<file path="src/design/ogbd_ram.sv">
// ----------------------------------------------------------------------------
// ogbd_ram
// generic single-clock ram, one write port and one registered read port
// ----------------------------------------------------------------------------
module ogbd_ram #(
    parameter int WIDTH = 8,
    parameter int DEPTH = 256
) (
    input  logic                     clk,
    input  logic                     wr_en,
    input  logic [$clog2(DEPTH)-1:0] wr_addr,
    input  logic [WIDTH-1:0]         wr_data,
    input  logic                     rd_en,
    input  logic [$clog2(DEPTH)-1:0] rd_addr,
    output logic [WIDTH-1:0]         rd_data
);

    logic [WIDTH-1:0] mem [DEPTH];

    // read returns the old contents on a same-address write
    always_ff @(posedge clk)
    begin
        if (wr_en)
        begin
            mem[wr_addr] <= wr_data;
        end
        if (rd_en)
        begin
            rd_data <= mem[rd_addr];
        end
    end

endmodule

</file>
<file path="config.mk">
export PLATFORM = sky130hd
export DESIGN_NAME = ogbd_ram
export DESIGN_NICKNAME = d
export VERILOG_FILES = /design/src/design/ogbd_ram.sv
export SDC_FILE = /design/constraint.sdc
export NUM_CORES = 2
export LEC_CHECK = 0
export BUFFER_PORTS_ARGS = -buffer_cell sky130_fd_sc_hd__buf_2
export CORE_MARGIN = 2
export CORE_UTILIZATION = 45
export CTS_CLUSTER_SIZE = 20
export DETAILED_ROUTE_END_ITERATION = 12
export GPL_TIMING_DRIVEN = 1
export PLACE_DENSITY = 0.64
export SLEW_MARGIN = 20
export SYNTH_ARGS = -nofsm -noshare
export SYNTH_HDL_FRONTEND = slang
export SYNTH_SLANG_ARGS = --single-unit
</file>
<file path="constraint.sdc">
create_clock -name clk -period 2.5 [get_ports clk]
set_input_delay 0.5 -clock clk [delete_from_list [all_inputs] [get_ports clk]]
set_output_delay 0.5 -clock clk [all_outputs]
set_load 0.05 [all_outputs]
</file>
Yosys cells after proc, flatten, opt, wreduce, memory -nomap -nowiden
Memory sizes are Yosys's and may differ from the RTL's. A register that Yosys moved wholly into a read port is not among the register bits.
Cells that the tools add are included.
{ "totals": {"in_bits": 27, "mem_bits_rw": 2048, "reg_bits": 0, "wordCells": 3, "output_inout_bits": 8, "n_memories": 1} }
{ "op_classes": {"mux": 2} }
{ "memory_table": {"columns": ["name", "words", "word_bits", "read_ports", "rd_ports_with_merged_regs", "write_ports", "line_no", "rtl"], "rows": [
  ["mem", 256, 8, 1, 1, 1, "18", "logic [WIDTH-1:0] mem [DEPTH];"]
]} }
{ "op_table": {"columns": ["op", "n"], "rows": [
  ["2-to-1 mux 1 bit", 2]
]} }

Longest topological paths before layout
{ "depth": {"ltp_word": 2, "mapped_depth": 11, "depth_no_buf": 6} }

Least setup slack after synthesis
No wires, ideal clock.
{ "synth_timing": {"path_type": "input-to-reg", "start": "input rd_addr[0]", "end": "register rd_data[2], read port of mem, data pin", "required_time_ns": 2.231, "setup_time_ns": 0.269, "arrival_time_ns": 2.307, "path_slack_ns": -0.076, "n_path_buf": 4, "path_stages": 9, "path_cell_list": "buf_6 > buf_12 > buf_8 > buf_2 > mux4_2 > a22oi_1 > a21oi_1 > nor4_1 > nor4_2"} }
{ "synth_rtl": {"columns": ["item", "line_no", "rtl"], "rows": [
  ["start, declared", "14", "input logic [$clog2(DEPTH)-1:0] rd_addr,"],
  ["end, declared", "15", "output logic [WIDTH-1:0] rd_data"]
]} }

==> flow_summary_export.csv <==
group,metric,value,unit
synth,synth_cell_types,54,
power,p_comb_share,5.7,%
timing,hold_ws,53.1,ps
floorplanning,core_area,176000,um^2
timing,rsz0062_at_grt,"true",
timing,fin_skew,43.1,ps
layout,fillers,13300,
run_status,violations,"negative setup slack",
power,p_total,0.0713,W
min_path,min_path_type,"in2reg",
critical_path,cp_top_family,"multiplexers",
critical_path,critPathLaunch,"mem[87][2]$_DFFE_PP_",
floorplanning,dieArea,180000,um^2
drt,firstDrtPassIters,6,
power,p_leak,30.6,nW
critical_path,endpoint_kind,"register",
synth,synth_warnings,0,
floorplanning,rows,154,
critical_path,path_max_fanout,1,
timing,fin_ws,-49.4,ps
drt,vias,41100,
synth,avgSynthCellArea,21.3,um^2
clock_network,insertion_delay,830,ps
layout,fin_util,53.7,%
synth,async_flop_share,0,%
power,p_clk_share,40.9,%
clock_network,clkTransAtPathRegs,60,ps
power,switchingPower,0.0152,W
synth,synthCells,3733,
timing,worst_slew_pin_slew,850,ps
drt,via_per_inst,5.90,
critical_path,cp_cell_sequence,"mux4_2 -> mux4_2 -> nor2b_4 -> nor4_4 -> buf_4 -> nor4_2",
clock_network,cts-root-buf,"clkbuf_16",
clock_network,numCtsBuffers,200,
power,internal_power,0.0561,W
power,p_seq_share,53.4,%
critical_path,cp.required,3080,ps
placed_design,gp_congestion,0.859,
synth,synth_area,79600,um^2
drt,ant_nets,0,
timing,slew_violations,0,
power,switching_share,21.3,%
global_route,overflow,0,
synth,ys_seq_area_share,77.5,%
clock_network,clock_path_buffers,3,
global_route,antenna_found_initial,16,
clock_network,clkSinkCount,2056,
timing,slew_headroom,43.1,%
layout,area_delta_synth_final,18.6,%
critical_path,path_class,"reg2reg",
layout,drive_gt1_share,32.8,%
layout,fin_area,94500,um^2
clock_network,htreeDepth,4,
drt,route.detailed.drc,0,
synth,synth_fp_nets,3760,
timing,setup_viol,1,
synth,synth_ff_type,"edfxtp_1",
placed_design,dp.cells,6593,
critical_path,critPathMaxStageDelay,560,ps
placed_design,io_buffers,34,
power,powerDensity,755,nW/um^2
placed_design,post_dp_cell_area,88000,um^2
global_route,grt_max_degree,93,
global_route,grt_pass1_vias,41600,
critical_path,critPathMostFrequentCell,"mux4_2",
clock_network,cts_tree,"done",
placed_design,dp_hpwl,131,mm
critical_path,r2r-start,"mem[87][2]$_DFFE_PP_",
layout,nets,4483,
floorplanning,start_util,45.3,%
global_route,track_usage,22.6,%
layout,final_cells,6967,
min_path,min_from,"wr_data[4]",
run_status,status,"finished with violations",
floorplanning,die_h,425,um
critical_path,path_buf_inv,1,
drt,post_drt_wl_per_cell,29.1,um
synth,ys_ff_latch,2056,
synth,synth-edff-count,2056,
timing,period_share,102,%
timing,finalHoldViolations,0,
clock_network,cts_setup_buffers,0,
critical_path,arrival,3130,ps
timing,period_needed,2550,ps
drt,routed_wl,203,mm
job,max_cap_viol_count,0,
timing,max_freq,392,MHz
drt,first_iter_violations,5019,
critical_path,critPathSlowestCell,"mux4_2",
floorplanning,io_pins,35,
global_route,grt_pass1_wl,294,mm
critical_path,cp-start-kind,"register",
power,peakVddDrop,840,uV
floorplanning,die_w,425,um
## power groups by stage
stage	Clock, W	Combinational (W)	Sequential, W
floorplan	0	0.00186	0.0388
global placement	0	0.00401	0.0388
detailed placement	0	0.00406	0.0388
CTS	0.0296	0.00410	0.0381
global route	0.0309	0.00430	0.0381
finish	0.0291	0.00409	0.0381
## per-stage QoR
step | TNS (ps) | setup slack (ps)
after floorplan | -4.96 | -4.96
after global placement | -8320 | -1210
after detailed placement | -8350 | -1240
after CTS | -78.4 | -78.4
after global routing | -113 | -68.5
final | -49.4 | -49.4
## worst paths after layout
| path | endpoint | slack (ps) | depth (start not counted) |
|---|---|---|---|
| hold reg to reg | rd_data[5]$_DFFE_PP_ | 1150 | 7 |
| setup / recovery | rd_data[2]$_DFFE_PP_ | -50 | 6 |
| setup reg to reg | rd_data[2]$_DFFE_PP_ | -50 | 6 |
| hold / removal | mem[69][4]$_DFFE_PP_ | 50 | 1 |
## cells by family after synthesis
logic type | synth area share (%)
DFF | 77.5
muxes | 14.6
and+or+nand+nor | 2.63
AOI/OAI and AO/OA | 3.42
buffers and inverters | 1.83
## registers in the layout, indices dropped and copies added (netlist names)
name,cells
mem,2048
rd_data,8
## cells in the mapped netlist (all sizes together) (2+ instances only)
master | count | area (um^2)
nand4 | 10 | 62.6
o22a | 5 | 43.8
nor2b | 31 | 194
a311oi | 2 | 17.5
clkbuf | 111 | 417
nand3 | 34 | 170
o21ai | 12 | 60.1
or2 | 4 | 25.0
mux4 | 456 | 10300
o32ai | 5 | 51.3
nand2b | 8 | 50.1
and3b | 2 | 17.5
nor2 | 282 | 1060
a211oi | 16 | 120
o211ai | 10 | 75.1
a22oi | 133 | 998
nor4 | 27 | 188
o221ai | 47 | 418
mux2i | 134 | 1340
nand3b | 2 | 15.0
o22ai | 28 | 175
nand2 | 33 | 124
a21oi | 96 | 480
nor3 | 22 | 110
a2111oi | 5 | 52.6
a22o | 8 | 70.1
a221oi | 14 | 129
buf | 122 | 1030
edfxtp | 2056 | 61700
a31oi | 2 | 12.5
and2 | 6 | 37.5
## what timing repair did
action                                  in CTS  in global routing
resized for setup                           20                 12
endpoints found under the setup margin       7                  6
pin swaps                                    2                  5
hold endpoints to repair                    17                  0
hold buffers                                 1                  0
## layer usage
metal | share of wire, % | vias to the layer above | GRT usage [%]
met5 | 0.0069 | - | 0
met4 | 3.2 | 2 | 7.07
met3 | 7.8 | 339 | 4.00
met2 | 49 | 1870 | 36.7
met1 | 40 | 21700 | 31.4
li1 | - | 17200 | -
## layout by cell type, fill, tap and decap left out, types with 8 or more instances in the layout
cell | synthesis | layout
nor3_1 | 22 | 16
nand4_1 | 10 | 10
buf_12 | 8 | 89
nor4_2 | 3 | 10
clkinv_2 | 0 | 32
o22ai_1 | 28 | 28
a22oi_1 | 133 | 133
mux4_2 | 454 | 454
a21oi_1 | 96 | 96
clkbuf_16 | 0 | 204
buf_4 | 27 | 631
o21ai_0 | 10 | 10
mux2i_1 | 134 | 134
buf_8 | 13 | 10
a221oi_1 | 13 | 10
nand3_1 | 34 | 34
a22o_1 | 8 | 8
clkinv_1 | 1 | 52
nor2_1 | 282 | 276
nand2_1 | 33 | 33
nand2b_1 | 8 | 8
edfxtp_1 | 2056 | 2056
clkbuf_1 | 111 | 51
nor4_1 | 24 | 15
o221ai_1 | 46 | 46
bufinv_16 | 0 | 14
buf_2 | 31 | 22
o211ai_1 | 10 | 10
nor2b_1 | 31 | 27
a211oi_1 | 16 | 13
## cell type report
type,instances,area [um^2],share of cell area (%)
inverter,2,7.51,0.00795
antenna,5,12.5,0.0132
clock buffer,255,5300,5.61
tap,2340,2930,3.10
clock inverter,113,1010,1.07
timing repair buffer,754,6800,7.20
multi-input combinational,1442,16700,17.6
sequential,2056,61700,65.4
## worst reg2reg max path, stage by stage (launching register included)
cell	delay, ps
edfxtp_1	360
mux4_2	490
mux4_2	560
nor2b_4	170
nor4_4	440
buf_4	230
nor4_2	60
(Power assumes the default switching activity.)
