### src/design/ogbd_pkg.sv
// ----------------------------------------------------------------------------
// ogbd_pkg
// shared types and constants of the occupancy grid block downscaler
// ----------------------------------------------------------------------------
package ogbd_pkg;

    localparam int MAX_MAP_WIDTH  = 4096;
    localparam int MAX_MAP_HEIGHT = 4096;
    localparam int MAX_SCALE      = 16;

    localparam int CELL_W   = 8;
    localparam int SCALE_W  = 5;
    localparam int THRESH_W = 9;
    localparam int DIM_W    = 13;
    localparam int POS_W    = 12;
    localparam int BLK_W    = 4;
    localparam int COUNT_W  = 9;
    localparam int ADDR_W   = $clog2(MAX_MAP_WIDTH);
    localparam int CFG_IDX_W  = 4;
    localparam int CFG_DATA_W = 13;

    localparam int QUEUE_DEPTH = 3;
    localparam int QUEUE_PTR_W = 2;
    localparam int QUEUE_CNT_W = 2;

    localparam logic signed [CELL_W-1:0] VAL_FREE     = 8'sd0;
    localparam logic signed [CELL_W-1:0] VAL_UNKNOWN  = -8'sd1;
    localparam logic signed [CELL_W-1:0] VAL_OCCUPIED = 8'sd100;

    localparam logic [SCALE_W-1:0]  SCALE_RESET  = 5'd6;
    localparam logic [THRESH_W-1:0] THRESH_RESET = 9'd1;
    localparam logic [DIM_W-1:0]    WIDTH_RESET  = 13'd4096;
    localparam logic [DIM_W-1:0]    HEIGHT_RESET = 13'd4096;

    typedef enum logic [CFG_IDX_W-1:0] {
        REG_SCALE     = 4'd0,
        REG_THRESHOLD = 4'd1,
        REG_WIDTH     = 4'd2,
        REG_HEIGHT    = 4'd3
    } cfg_reg_t;

    typedef struct packed {
        logic               occupied;
        logic [COUNT_W-1:0] count;
    } accum_t;

    localparam int ACCUM_W = $bits(accum_t);

    typedef struct packed {
        logic signed [CELL_W-1:0] coarse_value;
        logic                     last_of_map;
    } result_t;

    localparam int RESULT_W = $bits(result_t);

endpackage

### src/design/ogbd_out_queue.sv
// ----------------------------------------------------------------------------
// ogbd_out_queue
// small result queue that decouples the output stall from the pipeline
// ----------------------------------------------------------------------------
module ogbd_out_queue (
    input  logic                      clk,
    input  logic                      rst_n,
    input  logic                      push,
    input  ogbd_pkg::result_t         push_data,
    input  logic                      out_stall,
    output logic                      out_valid,
    output ogbd_pkg::result_t         head,
    output logic [ogbd_pkg::QUEUE_CNT_W-1:0] count
);
    import ogbd_pkg::*;

    result_t                entry_reg [QUEUE_DEPTH];
    logic [QUEUE_PTR_W-1:0] wr_ptr_reg;
    logic [QUEUE_PTR_W-1:0] wr_ptr_next;
    logic [QUEUE_PTR_W-1:0] rd_ptr_reg;
    logic [QUEUE_PTR_W-1:0] rd_ptr_next;
    logic [QUEUE_CNT_W-1:0] count_reg;
    logic [QUEUE_CNT_W-1:0] count_next;
    logic                   pop;

    assign out_valid = (count_reg != '0);
    assign head      = entry_reg[rd_ptr_reg];
    assign count     = count_reg;
    assign pop       = out_valid && !out_stall;

    always_comb
    begin
        wr_ptr_next = wr_ptr_reg;
        rd_ptr_next = rd_ptr_reg;
        count_next  = count_reg;
        if (push)
        begin
            wr_ptr_next = (wr_ptr_reg == QUEUE_PTR_W'(QUEUE_DEPTH - 1)) ? '0
                                                                      : wr_ptr_reg + 1'b1;
        end
        if (pop)
        begin
            rd_ptr_next = (rd_ptr_reg == QUEUE_PTR_W'(QUEUE_DEPTH - 1)) ? '0
                                                                      : rd_ptr_reg + 1'b1;
        end
        if (push && !pop)
        begin
            count_next = count_reg + 1'b1;
        end
        else if (pop && !push)
        begin
            count_next = count_reg - 1'b1;
        end
    end

    always_ff @(posedge clk or negedge rst_n)
    begin
        if (!rst_n)
        begin
            wr_ptr_reg <= '0;
            rd_ptr_reg <= '0;
            count_reg  <= '0;
        end
        else
        begin
            wr_ptr_reg <= wr_ptr_next;
            rd_ptr_reg <= rd_ptr_next;
            count_reg  <= count_next;
        end
    end

    always_ff @(posedge clk)
    begin
        if (push)
        begin
            entry_reg[wr_ptr_reg] <= push_data;
        end
    end

endmodule

### config.mk
export PLATFORM = sky130hd
export DESIGN_NAME = ogbd_out_queue
export DESIGN_NICKNAME = d
export VERILOG_FILES = /design/src/design/ogbd_pkg.sv /design/src/design/ogbd_out_queue.sv
export SDC_FILE = /design/constraint.sdc
export NUM_CORES = 1
export LEC_CHECK = 0
export ABC_AREA = 1
export BUFFER_PORTS_ARGS = -buffer_cell sky130_fd_sc_hd__buf_4
export CAP_MARGIN = 0
export CORE_ASPECT_RATIO = 0.6
export CORE_MARGIN = 4
export CORE_UTILIZATION = 30
export CTS_BUF_LIST = sky130_fd_sc_hd__clkbuf_4
export DETAILED_ROUTE_END_ITERATION = 6
export SYNTH_ARGS = -nofsm -noshare
export SYNTH_HDL_FRONTEND = slang
export SYNTH_SLANG_ARGS = --single-unit
### constraint.sdc
create_clock -name clk -period 2.77 [get_ports clk]
set_input_delay 0.554 -clock clk [delete_from_list [all_inputs] [get_ports clk]]
set_output_delay 0.554 -clock clk [all_outputs]
set_load 0.05 [all_outputs]
# Yosys cells after proc, flatten, opt, wreduce, memory -nomap -nowiden

Memory sizes are Yosys's and may differ from the RTL's.
Cells that the tools add are included.

Register bits: 6
Bits in writable memories: 27
Input bits: 13
Memories: 1

Memories:

| name      | words | width | rd ports | clocked after Yosys merged registers in | wr ports | line                 | RTL |
|---|---|---|---|---|---|---|---|
| entry_reg | 3     | 9     | 1        | 0                                       | 1        | ogbd_out_queue.sv:17 | `result_t entry_reg [QUEUE_DEPTH];` |

$add $sub $neg: 4
Equal/unequal tests: 2
Multiplexer cells: 6
Reduce and logical (&&, ||, !) cells: 8

Operator list:

| kind                                                               | number |
|---|---|
| 2-bit two-way mux                                                  | 4 |
| 2-bit by 1-bit adder with 2-bit output, second input constant      | 3 |
| 2-bit equality test, second input constant                         | 2 |
| 2-bit nonzero test                                                 | 2 |
| 1-bit logical AND                                                  | 3 |
| 1-bit logical NOT                                                  | 3 |
| 1-bit two-way mux                                                  | 2 |
| 2-bit by 1-bit subtractor with 2-bit output, second input constant | 1 |

# Logic depth before layout (Yosys ltp)

Gate-level depths: netlist (run 1).

Depth after elaboration: 5
Mapped depth: 9
Gate-level depth less buffers: 9

# Least setup slack after synthesis (run 1)

No wires, ideal clock.

Path kind: reg-to-reg
Start point: reg count_reg[1], in the netlist count[1]
End point: reg count_reg[1], in the netlist count[1]
Setup time: 0.119 ns
Arrival time: 1.703 ns
Path slack: 0.947 ns
Stages on the path, launching flop included: 9
Buffers on the path: 0
Period minus slack after synthesis: 1.823 ns
Cell sequence: dfrtp_1 inv_1 nand2_2 nand2_1 ha_1 inv_1 nand3_1 nand2_1 nand2_1

Longest elaborated chain between the ends: 5
Elaborated cells on any way between the ends: 10
Those cells by class: add/sub (2); mux (2); reduce/logical (6)

RTL lines:

| what                                                    | line                 | RTL |
|---|---|---|
| from (decl)                                             | ogbd_out_queue.sv:22 | `logic [QUEUE_CNT_W-1:0] count_reg;` |
| from (signal assigned)                                  | ogbd_out_queue.sv:68 | `count_reg <= count_next;` |
| 2-bit nonzero test (*)                                  | ogbd_out_queue.sv:26 | `assign out_valid = (count_reg != '0);` |
| via out_valid                                           | ogbd_out_queue.sv:11 | `output logic out_valid,` |
| 1-bit logical AND (*)                                   | ogbd_out_queue.sv:29 | `assign pop = out_valid && !out_stall;` |
| 1-bit logical NOT                                       | ogbd_out_queue.sv:46 | `if (push && !pop)` |
| 1-bit logical AND                                       | ogbd_out_queue.sv:46 |  |
| 2-bit two-way mux or 2-bit nonzero test (tied branches) | n/a                  |  |

The timed path passes the listed nets; every way through them passes the cells marked *. The select of a mux whose other input is x is not followed.
A chain may end at the register's enable or synchronous reset.

==> results of run 1 <==
==> synth_stat cells <==
library cell               number  area [µm²]
sky130_fd_sc_hd__nand2_1       37         139
sky130_fd_sc_hd__edfxtp_1      27         811
sky130_fd_sc_hd__nand3_1       13        65.1
sky130_fd_sc_hd__inv_1          8        30.0
sky130_fd_sc_hd__dfrtp_1        6         150
sky130_fd_sc_hd__inv_2          2        7.51
sky130_fd_sc_hd__nor2_4         2        22.5
sky130_fd_sc_hd__o21ai_0        2        10.0
sky130_fd_sc_hd__buf_4          1        7.51
sky130_fd_sc_hd__ha_1           1        12.5
sky130_fd_sc_hd__nand2_2        1        6.26
sky130_fd_sc_hd__nand3_2        1        10.0
sky130_fd_sc_hd__nand4_1        1        6.26
sky130_fd_sc_hd__nor2_1         1        3.75
sky130_fd_sc_hd__xnor2_1        1        8.76
==> kinds of logic (layout without fill, tap and decap cells) <==
logic type,Yosys count,in the layout,share of synthesized area [%]
flip-flops,33,33,74.5
adder cells (fa/ha/maj),1,1,0.970
AND/OR/NAND/NOR,56,56,19.6
AO/OA/AOI/OAI,2,2,0.776
XOR/XNOR,1,1,0.679
buffers and inverters,11,43,3.49
==> final cells by class <==
cell class              count  share of cell area [%]
clock inverters             3                    1.09
well taps                  60                    4.68
inverters                  10                    2.34
flip-flops and latches     33                    60.0
multi-input cells          60                    17.7
clock buffers               5                    2.34
repair buffers             25                    11.9
==> metrics by stage <==
step	utilization [%]	hold slack [ps]	cell area [µm²]	worst slack, ps	total power [mW]
6_report	38.9	415	1600	603	1.97
5_1_grt	38.9	391	1600	446	2.11
4_1_cts	38.9	402	1600	579	1.99
3_5_place_dp	37.3	366	1540	955	1.73
3_3_place_gp	37.3	364	1540	985	1.71
2_1_floorplan	-	258	1290	947	1.43
==> how the worst max path moves through the flow <==
stage	endpoint	slack, ps	cells past startpoint
6_report	head[3]	600	4
5_1_grt	head[6]	450	4
4_1_cts	head[2]	580	4
3_5_place_dp	head[6]	960	4
3_3_place_gp	head[6]	990	4
2_1_floorplan	count[1]	950	8
==> routing by layer <==
| layer | vias to the layer above | track usage [%] |
|---|---|---|
| met3 | 0 | 4.73 |
| li1 | 411 | - |
| met2 | 22 | 15.5 |
| met1 | 368 | 13.8 |
| met4 | 0 | 2.51 |
| met5 | - | 0 |
==> what timing repair did <==
item	CTS	global route
setup endpoints to repair	0	0
hold buffers	1	0
hold endpoints to repair	4	0
==> worst max-delay path: cells and delay by family (launching register included) <==
family	cells	cell delay, ps
simple gates	3	510
flops	1	580
buf+inv	1	200
==> power breakdown <==
part,internal [mW],total [mW],switching [mW]
Sequential,0.650,0.728,0.0774
Clock,0.0957,0.259,0.163
Combinational,0.272,0.982,0.710
==> metrics.log, run 1 <==
INFO  metric detail_route.vias_per_cell = 4.09
INFO  metric max-vdd-ir-drop = 0.527 mV
INFO  metric die_boundary_height = 58.8 µm
INFO  metric cp_cell_sequence = nor2_4, nand2_1, nand3_1, buf_4
INFO  metric routed_wire_length_on_met3 = 209 µm
INFO  metric worstPathRequired = 2220 ps
INFO  metric finalCriticalPeriod = 2170 ps
INFO  metric worst-endpoint-arrival = 1610 ps
INFO  metric hold_path.startpoint = push_data[6]
INFO  metric syn2layout_area_growth = 24.2%
INFO  metric cts.reportedPaths.clkPinSlew = 110 ps
INFO  metric detail_route.first_pass.iterations = 4
INFO  metric initial_drc_count = 66
INFO  metric cts.root.buffer_cell = sky130_fd_sc_hd__clkbuf_4
INFO  metric resized_after_cts = 0
INFO  metric overflow = 0
INFO  metric reg2regPathDepth = 3
INFO  metric die_area = 5450 µm²
INFO  metric synth.net_count = 118
INFO  metric cts_tree = built
INFO  metric hold_end = entry_reg[2][6]
INFO  metric critical_path.max_fanout = 12
INFO  metric run_status = finished, final reports clean
INFO  metric fin_setup_tns = 0 ps
INFO  metric max_ffs_per_register = 27
INFO  metric timing_worst_setup_path_type = flop to primary output
INFO  metric worst_setup_path_end_kind = primary output
INFO  metric min-delay-path-class = input pin to flop
INFO  metric cts_setup_buffers = 0
INFO  metric route.met2.wl = 1100 µm
INFO  metric slew-limit-headroom = 45.7%
INFO  metric postSynthRegisterBits = 33
INFO  metric vias = 801
INFO  metric start_kind = flop
INFO  metric clkSinkCount = 33
INFO  metric regArea = 961 µm²
INFO  metric power_density = 1230 nW/µm²
INFO  metric timing.fmax = 0.462 GHz
INFO  metric syn_area = 1290 µm²
INFO  metric boundaryPins = 25
INFO  metric std_cell_rows = 18
INFO  metric synth_area_per_inst = 12.4 µm²
INFO  metric cts-htree-levels = 2
INFO  metric grt_max_degree = 13
INFO  metric delay_of_the_slowest_critical_path_stage = 580 ps
INFO  metric routedWlPerCell = 12.6 µm
INFO  metric crit_start = rd_ptr_reg[1]
INFO  metric multiInputGateArea = 284 µm²
INFO  metric cellLeakagePower = 0.667 nW
INFO  metric setup_violations = 0
INFO  metric skew = 6.90 ps
INFO  metric regToRegStartpoint = wr_ptr_reg[0]
INFO  metric yosysSeqAreaShare = 74.5%
INFO  metric met1Wirelength = 1160 µm
INFO  metric warnings_synthesis = 0
INFO  metric most_frequent_standard_cell_in_the_layout_excluding_fill_and_tap_cells = sky130_fd_sc_hd__nand2_1
INFO  metric gp_routability_congestion = 0.697
INFO  metric clk_path_buf_depth = 2
INFO  metric grt.total_usage = 10.3%
INFO  metric route.final.wire_length = 2470 µm
INFO  metric report.final.hold_viol_count = 0
INFO  metric buffer_ports.inserted = 24
INFO  metric dpl.cell_count = 187
INFO  metric n_antenna_cell = 0
INFO  metric nets = 149
INFO  metric highest_layer = met3
INFO  metric final_layout_size_suffix_gt1_share = 27.9%
INFO  metric post_synth_inst_count = 104
INFO  metric final_cells = 196
INFO  metric core = 4120 µm²
INFO  metric start_util = 31.3%
INFO  metric timing.final.max_slew_violations = 0
INFO  metric synth_cell_types = 15
INFO  metric layout_worst_path_cycle_share = 78.2%
INFO  metric final_cell_mix = 37 x sky130_fd_sc_hd__nand2_1, 27 x sky130_fd_sc_hd__edfxtp_1, 24 x sky130_fd_sc_hd__buf_4
INFO  metric cp_slowest_cell = sky130_fd_sc_hd__dfrtp_1
INFO  metric insertion_delay = 330 ps
INFO  metric drtAntennaViolNets = 0
INFO  metric worst-r2r-setup-slack = 1260 ps
INFO  metric tritoncts.num_buffers = 5
INFO  metric drcViolationCount = 0
INFO  metric detailedPlacementHpwl = 1810 µm
INFO  metric maxcap_violations = 0
INFO  metric grt_antenna_before_repair = 0
INFO  metric rsz0062_at_grt = false
INFO  metric die_w = 92.7 µm
INFO  metric worst_r2r_endpoint = entry_reg[2][7]
INFO  metric min_path_cells = 1
INFO  metric worst_slew_pin_slew = 812 ps
INFO  metric first_global_vias = 869
INFO  metric grt_first_pass_wirelength = 4130 µm
INFO  metric fillCellCount = 414
Power figures use the tool's default switching activity.
==> run 2: changes to the inputs <==
--- a/config.mk
+++ b/config.mk
@@ -5,7 +5,7 @@
 export SDC_FILE = /design/constraint.sdc
 export NUM_CORES = 1
 export LEC_CHECK = 0
-export ABC_AREA = 1
+export ABC_AREA = 0
 export BUFFER_PORTS_ARGS = -buffer_cell sky130_fd_sc_hd__buf_4
 export CAP_MARGIN = 0
 export CORE_ASPECT_RATIO = 0.6
==> constraint.sdc (replaced) <==
create_clock -name clk -period 1.79 [get_ports clk]
set_input_delay 0.358 -clock clk [delete_from_list [all_inputs] [get_ports clk]]
set_output_delay 0.358 -clock clk [all_outputs]
set_load 0.05 [all_outputs]
==> run 2 against run 1 <==
Effect of this change:
- utilization up 2.7 points
- via count down 8.1%
- setup slack worse by 560 ps
- register-to-register slack worse by 820 ps
- first-iteration DRC count down 59%
- cell count down 7.7%
- largest cell class unchanged
- non-clock buffer count up 9
==> metrics.log, run 2 <==
INFO  metric netSwitchingFraction = 41.3%
INFO  metric clkPwrFrac = 16.8%
INFO  metric seq_power_share = 36.5%
INFO  metric maxcap_violations = 0
INFO  metric timing.final.max_slew_violations = 0
INFO  metric combinational_family_with_the_most_area_after_synthesis = multiplexers
INFO  metric crit_start = rd_ptr_reg[0]
INFO  metric syn2layout_area_growth = 33.3%
INFO  metric setup_violations = 0
INFO  metric worst_setup_path_end_kind = primary output
INFO  metric synth_area_per_inst = 15.6 µm²
INFO  metric clk_path_buf_depth = 2
INFO  metric synth_mux_area_share = 7.05%
INFO  metric die_boundary_height = 58.6 µm
INFO  metric post-synth-top-area-cell = sky130_fd_sc_hd__edfxtp_1
INFO  metric synth-edff-count = 27
INFO  metric synth-async-reset-ratio = 18.2%
INFO  metric finalCriticalPeriod = 1740 ps
INFO  metric nets = 134
INFO  metric detailed_place.area = 1550 µm²
INFO  metric drcViolationCount = 0
INFO  metric rsz0062_at_grt = true
INFO  metric detail_route.vias_per_cell = 4.07
INFO  metric timing.fmax = 0.573 GHz
INFO  metric post_synth_and_or_nand_nor_area_fraction = 6.26%
INFO  metric final_layout_size_suffix_gt1_share = 36.4%
INFO  metric total_power = 3.21 mW
INFO  metric vias = 736
INFO  metric run_status = finished, final reports clean
INFO  metric die_w = 92.3 µm
INFO  metric max_ffs_per_register = 27
INFO  metric grt.total_usage = 9.26%
INFO  metric post_synth_most_frequent_cells = 27 x sky130_fd_sc_hd__edfxtp_1, 11 x sky130_fd_sc_hd__nand2_1, 10 x sky130_fd_sc_hd__o21ai_1, 9 x sky130_fd_sc_hd__mux2i_1, 6 x sky130_fd_sc_hd__dfrtp_1
INFO  metric final_cell_mix = 27 x sky130_fd_sc_hd__edfxtp_1, 26 x sky130_fd_sc_hd__buf_4, 11 x sky130_fd_sc_hd__nand2_1
INFO  metric drtAntennaViolNets = 0
INFO  metric worst_slew_pin_slew = 317 ps
INFO  metric synth.top_cells.by_area = sky130_fd_sc_hd__edfxtp_1 63%, sky130_fd_sc_hd__dfrtp_1 12%, sky130_fd_sc_hd__mux2i_1 7.0%
INFO  metric cts.root.buffer_cell = sky130_fd_sc_hd__clkbuf_4
INFO  metric synth_top_flop_cell = sky130_fd_sc_hd__edfxtp_1
INFO  metric layout_worst_path_cycle_share = 97.5%
INFO  metric synth-compound-area-share = 6.56%
INFO  metric max-vdd-ir-drop = 0.577 mV
INFO  metric cts.reportedPaths.clkPinSlew = 100 ps
INFO  metric dpl.cell_count = 168
INFO  metric core = 4100 µm²
INFO  metric yosysTopAreaCellShare = 63.4%
INFO  metric tritoncts.num_buffers = 5
INFO  metric initial_drc_count = 27
INFO  metric most_frequent_standard_cell_in_the_layout_excluding_fill_and_tap_cells = sky130_fd_sc_hd__edfxtp_1
INFO  metric routedWlPerCell = 12.3 µm
INFO  metric insertion_delay = 330 ps
INFO  metric regToRegStartpoint = count[0]
INFO  metric power.switching = 1.33 mW
INFO  metric grt_max_degree = 22
INFO  metric finalInstanceArea = 1700 µm²
INFO  metric postSynthRegisterBits = 33
INFO  metric worst-endpoint-arrival = 1390 ps
INFO  metric syn_area = 1280 µm²
INFO  metric warnings_synthesis = 0
INFO  metric place_ws = 153 ps
INFO  metric combinational_share_of_power = 46.8%
INFO  metric timing_worst_setup_path_type = flop to primary output
INFO  metric die_area = 5410 µm²
INFO  metric min-delay-path-class = input pin to flop
INFO  metric detail_route.first_pass.iterations = 4
INFO  metric post_synth_inst_count = 82
INFO  metric start_kind = flop
INFO  metric gp_routability_congestion = 0.677
INFO  metric power_density = 1880 nW/µm²
INFO  metric cts-htree-levels = 2
INFO  metric slew-limit-headroom = 78.8%
INFO  metric buffer_ports.inserted = 24
INFO  metric route.final.wire_length = 2230 µm
INFO  metric skew = 4.50 ps
INFO  metric synth_cell_types = 18
INFO  metric worstPathRequired = 1430 ps
INFO  metric worst_slack = 45.1 ps
INFO  metric cellLeakagePower = 0.679 nW
INFO  metric yosysSeqAreaShare = 75.1%
INFO  metric grt_first_pass_wirelength = 3590 µm
INFO  metric first_global_vias = 760
INFO  metric synthXorXnorAreaFrac = 2.05%
INFO  metric clkSinkCount = 33
INFO  metric cts_tree = built
INFO  metric hold_path.startpoint = push_data[5]
INFO  metric grt_antenna_before_repair = 0
INFO  metric std_cell_rows = 18
INFO  metric synth.net_count = 96
INFO  metric fin_setup_tns = 0 ps
INFO  metric n_antenna_cell = 0
INFO  metric final_cells = 181
INFO  metric detailedPlacementHpwl = 1510 µm
INFO  metric report.final.hold_viol_count = 0
INFO  metric synth_most_common_cell = sky130_fd_sc_hd__edfxtp_1
INFO  metric intPower = 1.88 mW
INFO  metric boundaryPins = 25
INFO  metric critical_path.max_fanout = 4
INFO  metric synth-adder-area-share = 0.978%
INFO  metric overflow = 0
INFO  metric start_util = 31.2%
-- run 2: cell types whose count changed after synthesis, moves of 3 or more --
cell                      previous run  this run
sky130_fd_sc_hd__nand2_1            37        11
sky130_fd_sc_hd__nand3_1            13         0
sky130_fd_sc_hd__o21ai_1             0        10
sky130_fd_sc_hd__mux2i_1             0         9
sky130_fd_sc_hd__inv_1               8         1
sky130_fd_sc_hd__a21o_1              0         3
-- run 2: logic make-up (layout without fill, tap and decap cells) --
family / after synthesis / count (layout)
DFF: 33 / 33
buffers and inverters: 4 / 43
xor gates and xnor gates: 3 / 3
adders and majority gates: 1 / 1
AOI/OAI and AO/OA: 14 / 14
muxes: 9 / 9
and+or+nand+nor: 18 / 18
-- run 2: layout make-up --
type	count	area [µm²]
Fill cell	402	2390
Sequential cell	33	966
Tap cell	60	75.1
Clock buffer	6	45.0
Clock inverter	2	33.8
Multi-Input combinational cell	45	297
Inverter	1	3.75
Timing Repair Buffer	34	284
-- run 2: metal layers --
| metal | vias to the layer above | wire (µm) | track usage, % | part of all wire [%] |
|---|---|---|---|---|
| met5 | - | 0 | 0 | 0 |
| met4 | 0 | 65 | 6.34 | 2.9 |
| met3 | 7 | 140 | 4.09 | 6.3 |
| met2 | 19 | 945 | 14.2 | 42 |
| li1 | 373 | - | - | - |
| met1 | 337 | 1080 | 10.6 | 48 |
-- run 2: worst paths after layout --
kind	endpoint	slack (ps)	cells after the start
max in group asynchronous	rd_ptr_reg[1]	1300	2
worst max-delay path	head[5]	50	4
worst max register to register	count[1]	440	5
worst min-delay path	entry_reg[1][5]	220	1
min in group asynchronous	count[0]	360	2
worst min register to register	count[1]	540	1
-- run 2: what timing repair did --
item / 4_1_cts / 5_1_grt
hold buffers: 1 / 0
pin swaps: 0 / 2
endpoints found under the hold margin: 6 / 0
buffers inserted: 1 / 3
resized for setup: 4 / 8
endpoints found under the setup margin: 9 / 9
-- run 2: critical path, stage by stage, from the launching register on --
cell	delay, ps
sky130_fd_sc_hd__dfrtp_2	430
sky130_fd_sc_hd__buf_6	140
sky130_fd_sc_hd__mux2i_1	110
sky130_fd_sc_hd__o21ai_1	190
sky130_fd_sc_hd__buf_6	190
-- run 2: metrics by stage --
| stage | hold slack, ps | utilization, % |
|---|---|---|
| floorplan | 62.4 | - |
| global placement | 168 | 37.8 |
| detailed placement | 168 | 37.8 |
| CTS | 200 | 40.4 |
| global route | 188 | 41.6 |
| finish | 217 | 41.6 |
-- run 2: power groups by stage --
stage	Combinational [mW]	Clock, mW	Sequential (mW)
floorplan	0.958	0	1.18
global placement	1.31	0	1.21
detailed placement	1.32	0	1.22
CTS	1.37	0.553	1.21
global route	1.61	0.597	1.20
finish	1.50	0.539	1.17
==> run 3: changes to the inputs <==
--- a/config.mk
+++ b/config.mk
@@ -11,7 +11,6 @@
 export CORE_ASPECT_RATIO = 0.6
 export CORE_MARGIN = 4
 export CORE_UTILIZATION = 30
-export CTS_BUF_LIST = sky130_fd_sc_hd__clkbuf_4
 export DETAILED_ROUTE_END_ITERATION = 6
 export SYNTH_ARGS = -nofsm -noshare
 export SYNTH_HDL_FRONTEND = slang
==> constraint.sdc (replaced) <==
create_clock -name clk -period 2.1 [get_ports clk]
set_input_delay 0.42 -clock clk [delete_from_list [all_inputs] [get_ports clk]]
set_output_delay 0.42 -clock clk [all_outputs]
set_load 0.05 [all_outputs]
==> run 3 against run 2 <==
Effect of this change:
- via count increased by 0.68%
- setup slack improved by 230 ps
- design area down 1.9%
- highest routed layer unchanged
- sequential share of layout area up 0.95 points
- hold slack improved by 110 ps
- clock power increased by 12%
- utilization down 0.79 points
==> metrics.log, run 3 (synthesis gave the netlist of run 2 again) <==
INFO  metric maxcap_violations = 0
INFO  metric grt_antenna_before_repair = 0
INFO  metric detail_route.vias_per_cell = 4.21
INFO  metric nets = 129
INFO  metric cts_setup_buffers = 0
INFO  metric finalCriticalPeriod = 1820 ps
INFO  metric cts.root.buffer_cell = sky130_fd_sc_hd__clkbuf_8
INFO  metric final_cell_mix = 28 x sky130_fd_sc_hd__buf_4, 27 x sky130_fd_sc_hd__edfxtp_1, 11 x sky130_fd_sc_hd__nand2_1
INFO  metric multiInputGateArea = 293 µm²
INFO  metric fin_setup_tns = 0 ps
INFO  metric route.met2.wl = 1040 µm
INFO  metric die_boundary_height = 58.6 µm
INFO  metric timing.fmax = 0.548 GHz
INFO  metric cp_cell_sequence = mux2i_1, o21ai_1, buf_4
INFO  metric routed_wire_length_on_met3 = 150 µm
INFO  metric initial_drc_count = 25
INFO  metric std_cell_rows = 18
INFO  metric worst_setup_path_end_kind = primary output
INFO  metric overflow = 0
INFO  metric finalHoldWorstSlack = 330 ps
INFO  metric cp_slowest_cell = sky130_fd_sc_hd__dfrtp_2
INFO  metric clkSinkCount = 33
INFO  metric vias = 741
INFO  metric gp_routability_congestion = 0.656
INFO  metric rsz0062_at_grt = false
INFO  metric cellLeakagePower = 0.660 nW
INFO  metric report.final.hold_viol_count = 0
INFO  metric cts-htree-levels = 2
INFO  metric buffer_ports.inserted = 24
INFO  metric timing_worst_setup_path_type = flop to primary output
INFO  metric drcViolationCount = 0
INFO  metric cts_tree = built
INFO  metric worst_slew_pin_slew = 566 ps
INFO  metric final_layout_size_suffix_gt1_share = 32.8%
INFO  metric setup_violations = 0
INFO  metric met1Wirelength = 923 µm
INFO  metric most_frequent_standard_cell_in_the_layout_excluding_fill_and_tap_cells = sky130_fd_sc_hd__buf_4
INFO  metric fillCellCount = 393
INFO  metric worstPathRequired = 1680 ps
INFO  metric drtAntennaViolNets = 0
INFO  metric skew = 2.64 ps
INFO  metric insertion_delay = 280 ps
INFO  metric max-vdd-ir-drop = 0.736 mV
INFO  metric n_antenna_cell = 0
INFO  metric grt.total_usage = 9.70%
INFO  metric run_status = finished, final reports clean
INFO  metric min-delay-path-class = input pin to flop
INFO  metric detailedPlacementHpwl = 1560 µm
INFO  metric start_kind = flop
INFO  metric routedWlPerCell = 12.4 µm
INFO  metric delay_of_the_slowest_critical_path_stage = 570 ps
INFO  metric boundaryPins = 25
INFO  metric detail_route.first_pass.iterations = 3
INFO  metric grt_first_pass_wirelength = 3750 µm
INFO  metric cts.reportedPaths.clkPinSlew = 60 ps
INFO  metric first_global_vias = 787
INFO  metric clk_path_buf_depth = 2
INFO  metric layout_worst_path_cycle_share = 86.9%
INFO  metric highest_layer = met4
INFO  metric start_util = 31.2%
INFO  metric route.final.wire_length = 2180 µm
INFO  metric slew-limit-headroom = 61.9%
INFO  metric die_area = 5410 µm²
INFO  metric tritoncts.num_buffers = 5
INFO  metric regArea = 963 µm²
INFO  metric power_density = 1640 nW/µm²
INFO  metric die_w = 92.3 µm
INFO  metric grt_max_degree = 22
INFO  metric timing.final.max_slew_violations = 0
INFO  metric max_ffs_per_register = 27
INFO  metric syn2layout_area_growth = 30.7%
INFO  metric worst-endpoint-arrival = 1400 ps
INFO  metric core = 4100 µm²
INFO  metric critical_path.max_fanout = 12
run 3: cell types whose count changed in the layout (fill, tap and decap cells not counted), moves of 2 or more:
cell | previous run | this run
sky130_fd_sc_hd__clkbuf_8 | 0 | 6
sky130_fd_sc_hd__buf_6 | 7 | 0
sky130_fd_sc_hd__buf_4 | 26 | 28
sky130_fd_sc_hd__clkbuf_4 | 6 | 0
run 3: report_power, final:
group	internal, mW	total, mW	switching (mW)
registers	0.863	1.03	0.166
clock network	0.386	0.602	0.215
logic	0.375	1.11	0.732
run 3: area by class of cell:
cell class | count | area share [%]
flip-flops and latches | 33 | 57.6
clock buffers | 7 | 5.16
clock inverters | 1 | 1.80
inverters | 1 | 0.225
multi-input cells | 45 | 17.5
well taps | 60 | 4.49
repair buffers | 29 | 13.2
run 3: routing by layer:
layer	up-vias	global-route usage (%)
li1	362	-
met1	353	10.6
met2	19	15.5
met3	7	4.21
met4	0	6.98
met5	-	0
run 3: worst max-delay path, delay by kind of cell, from the launching register on:
| family | cells | cell delay (ps) |
|---|---|---|
| AO/OA/AOI/OAI | 1 | 90 |
| buffers and inverters | 1 | 210 |
| flip-flops | 1 | 570 |
| multiplexers | 1 | 250 |
run 3: per-stage QoR:
stage                     util [%]  setup WS [ps]  area [µm²]  power, mW  instances
after floorplan                  -            319        1280       1.82         82
after global placement        37.6            417        1540       2.14        167
after detailed placement      37.6            399        1540       2.16        167
after CTS                     40.7           44.8        1670       2.78        176
after global routing          40.8            158        1670       2.89        176
final                         40.8            275        1670       2.74        176
run 3: worst paths after layout:
| check | startpoint | to | slack, ps | cells past startpoint |
|---|---|---|---|---|
| setup / recovery | rd_ptr_reg[0] | head[5] | 280 | 3 |
| hold / removal | push_data[1] | entry_reg[2][1] | 330 | 1 |
| setup reg to reg | wr_ptr_reg[1] | entry_reg[0][2] | 630 | 2 |
| hold reg to reg | wr_ptr_reg[1] | wr_ptr_reg[1] | 520 | 1 |
| max in group asynchronous | rst_n | rd_ptr_reg[0] | 1500 | 2 |
| min in group asynchronous | rst_n | rd_ptr_reg[1] | 480 | 2 |
run 3: what timing repair did:
action / 4_1_cts / 5_1_grt
resized for setup: 0 / 2
endpoints found under the hold margin: 6 / 0
setup endpoints to repair: 0 / 8
hold buffers: 1 / 0
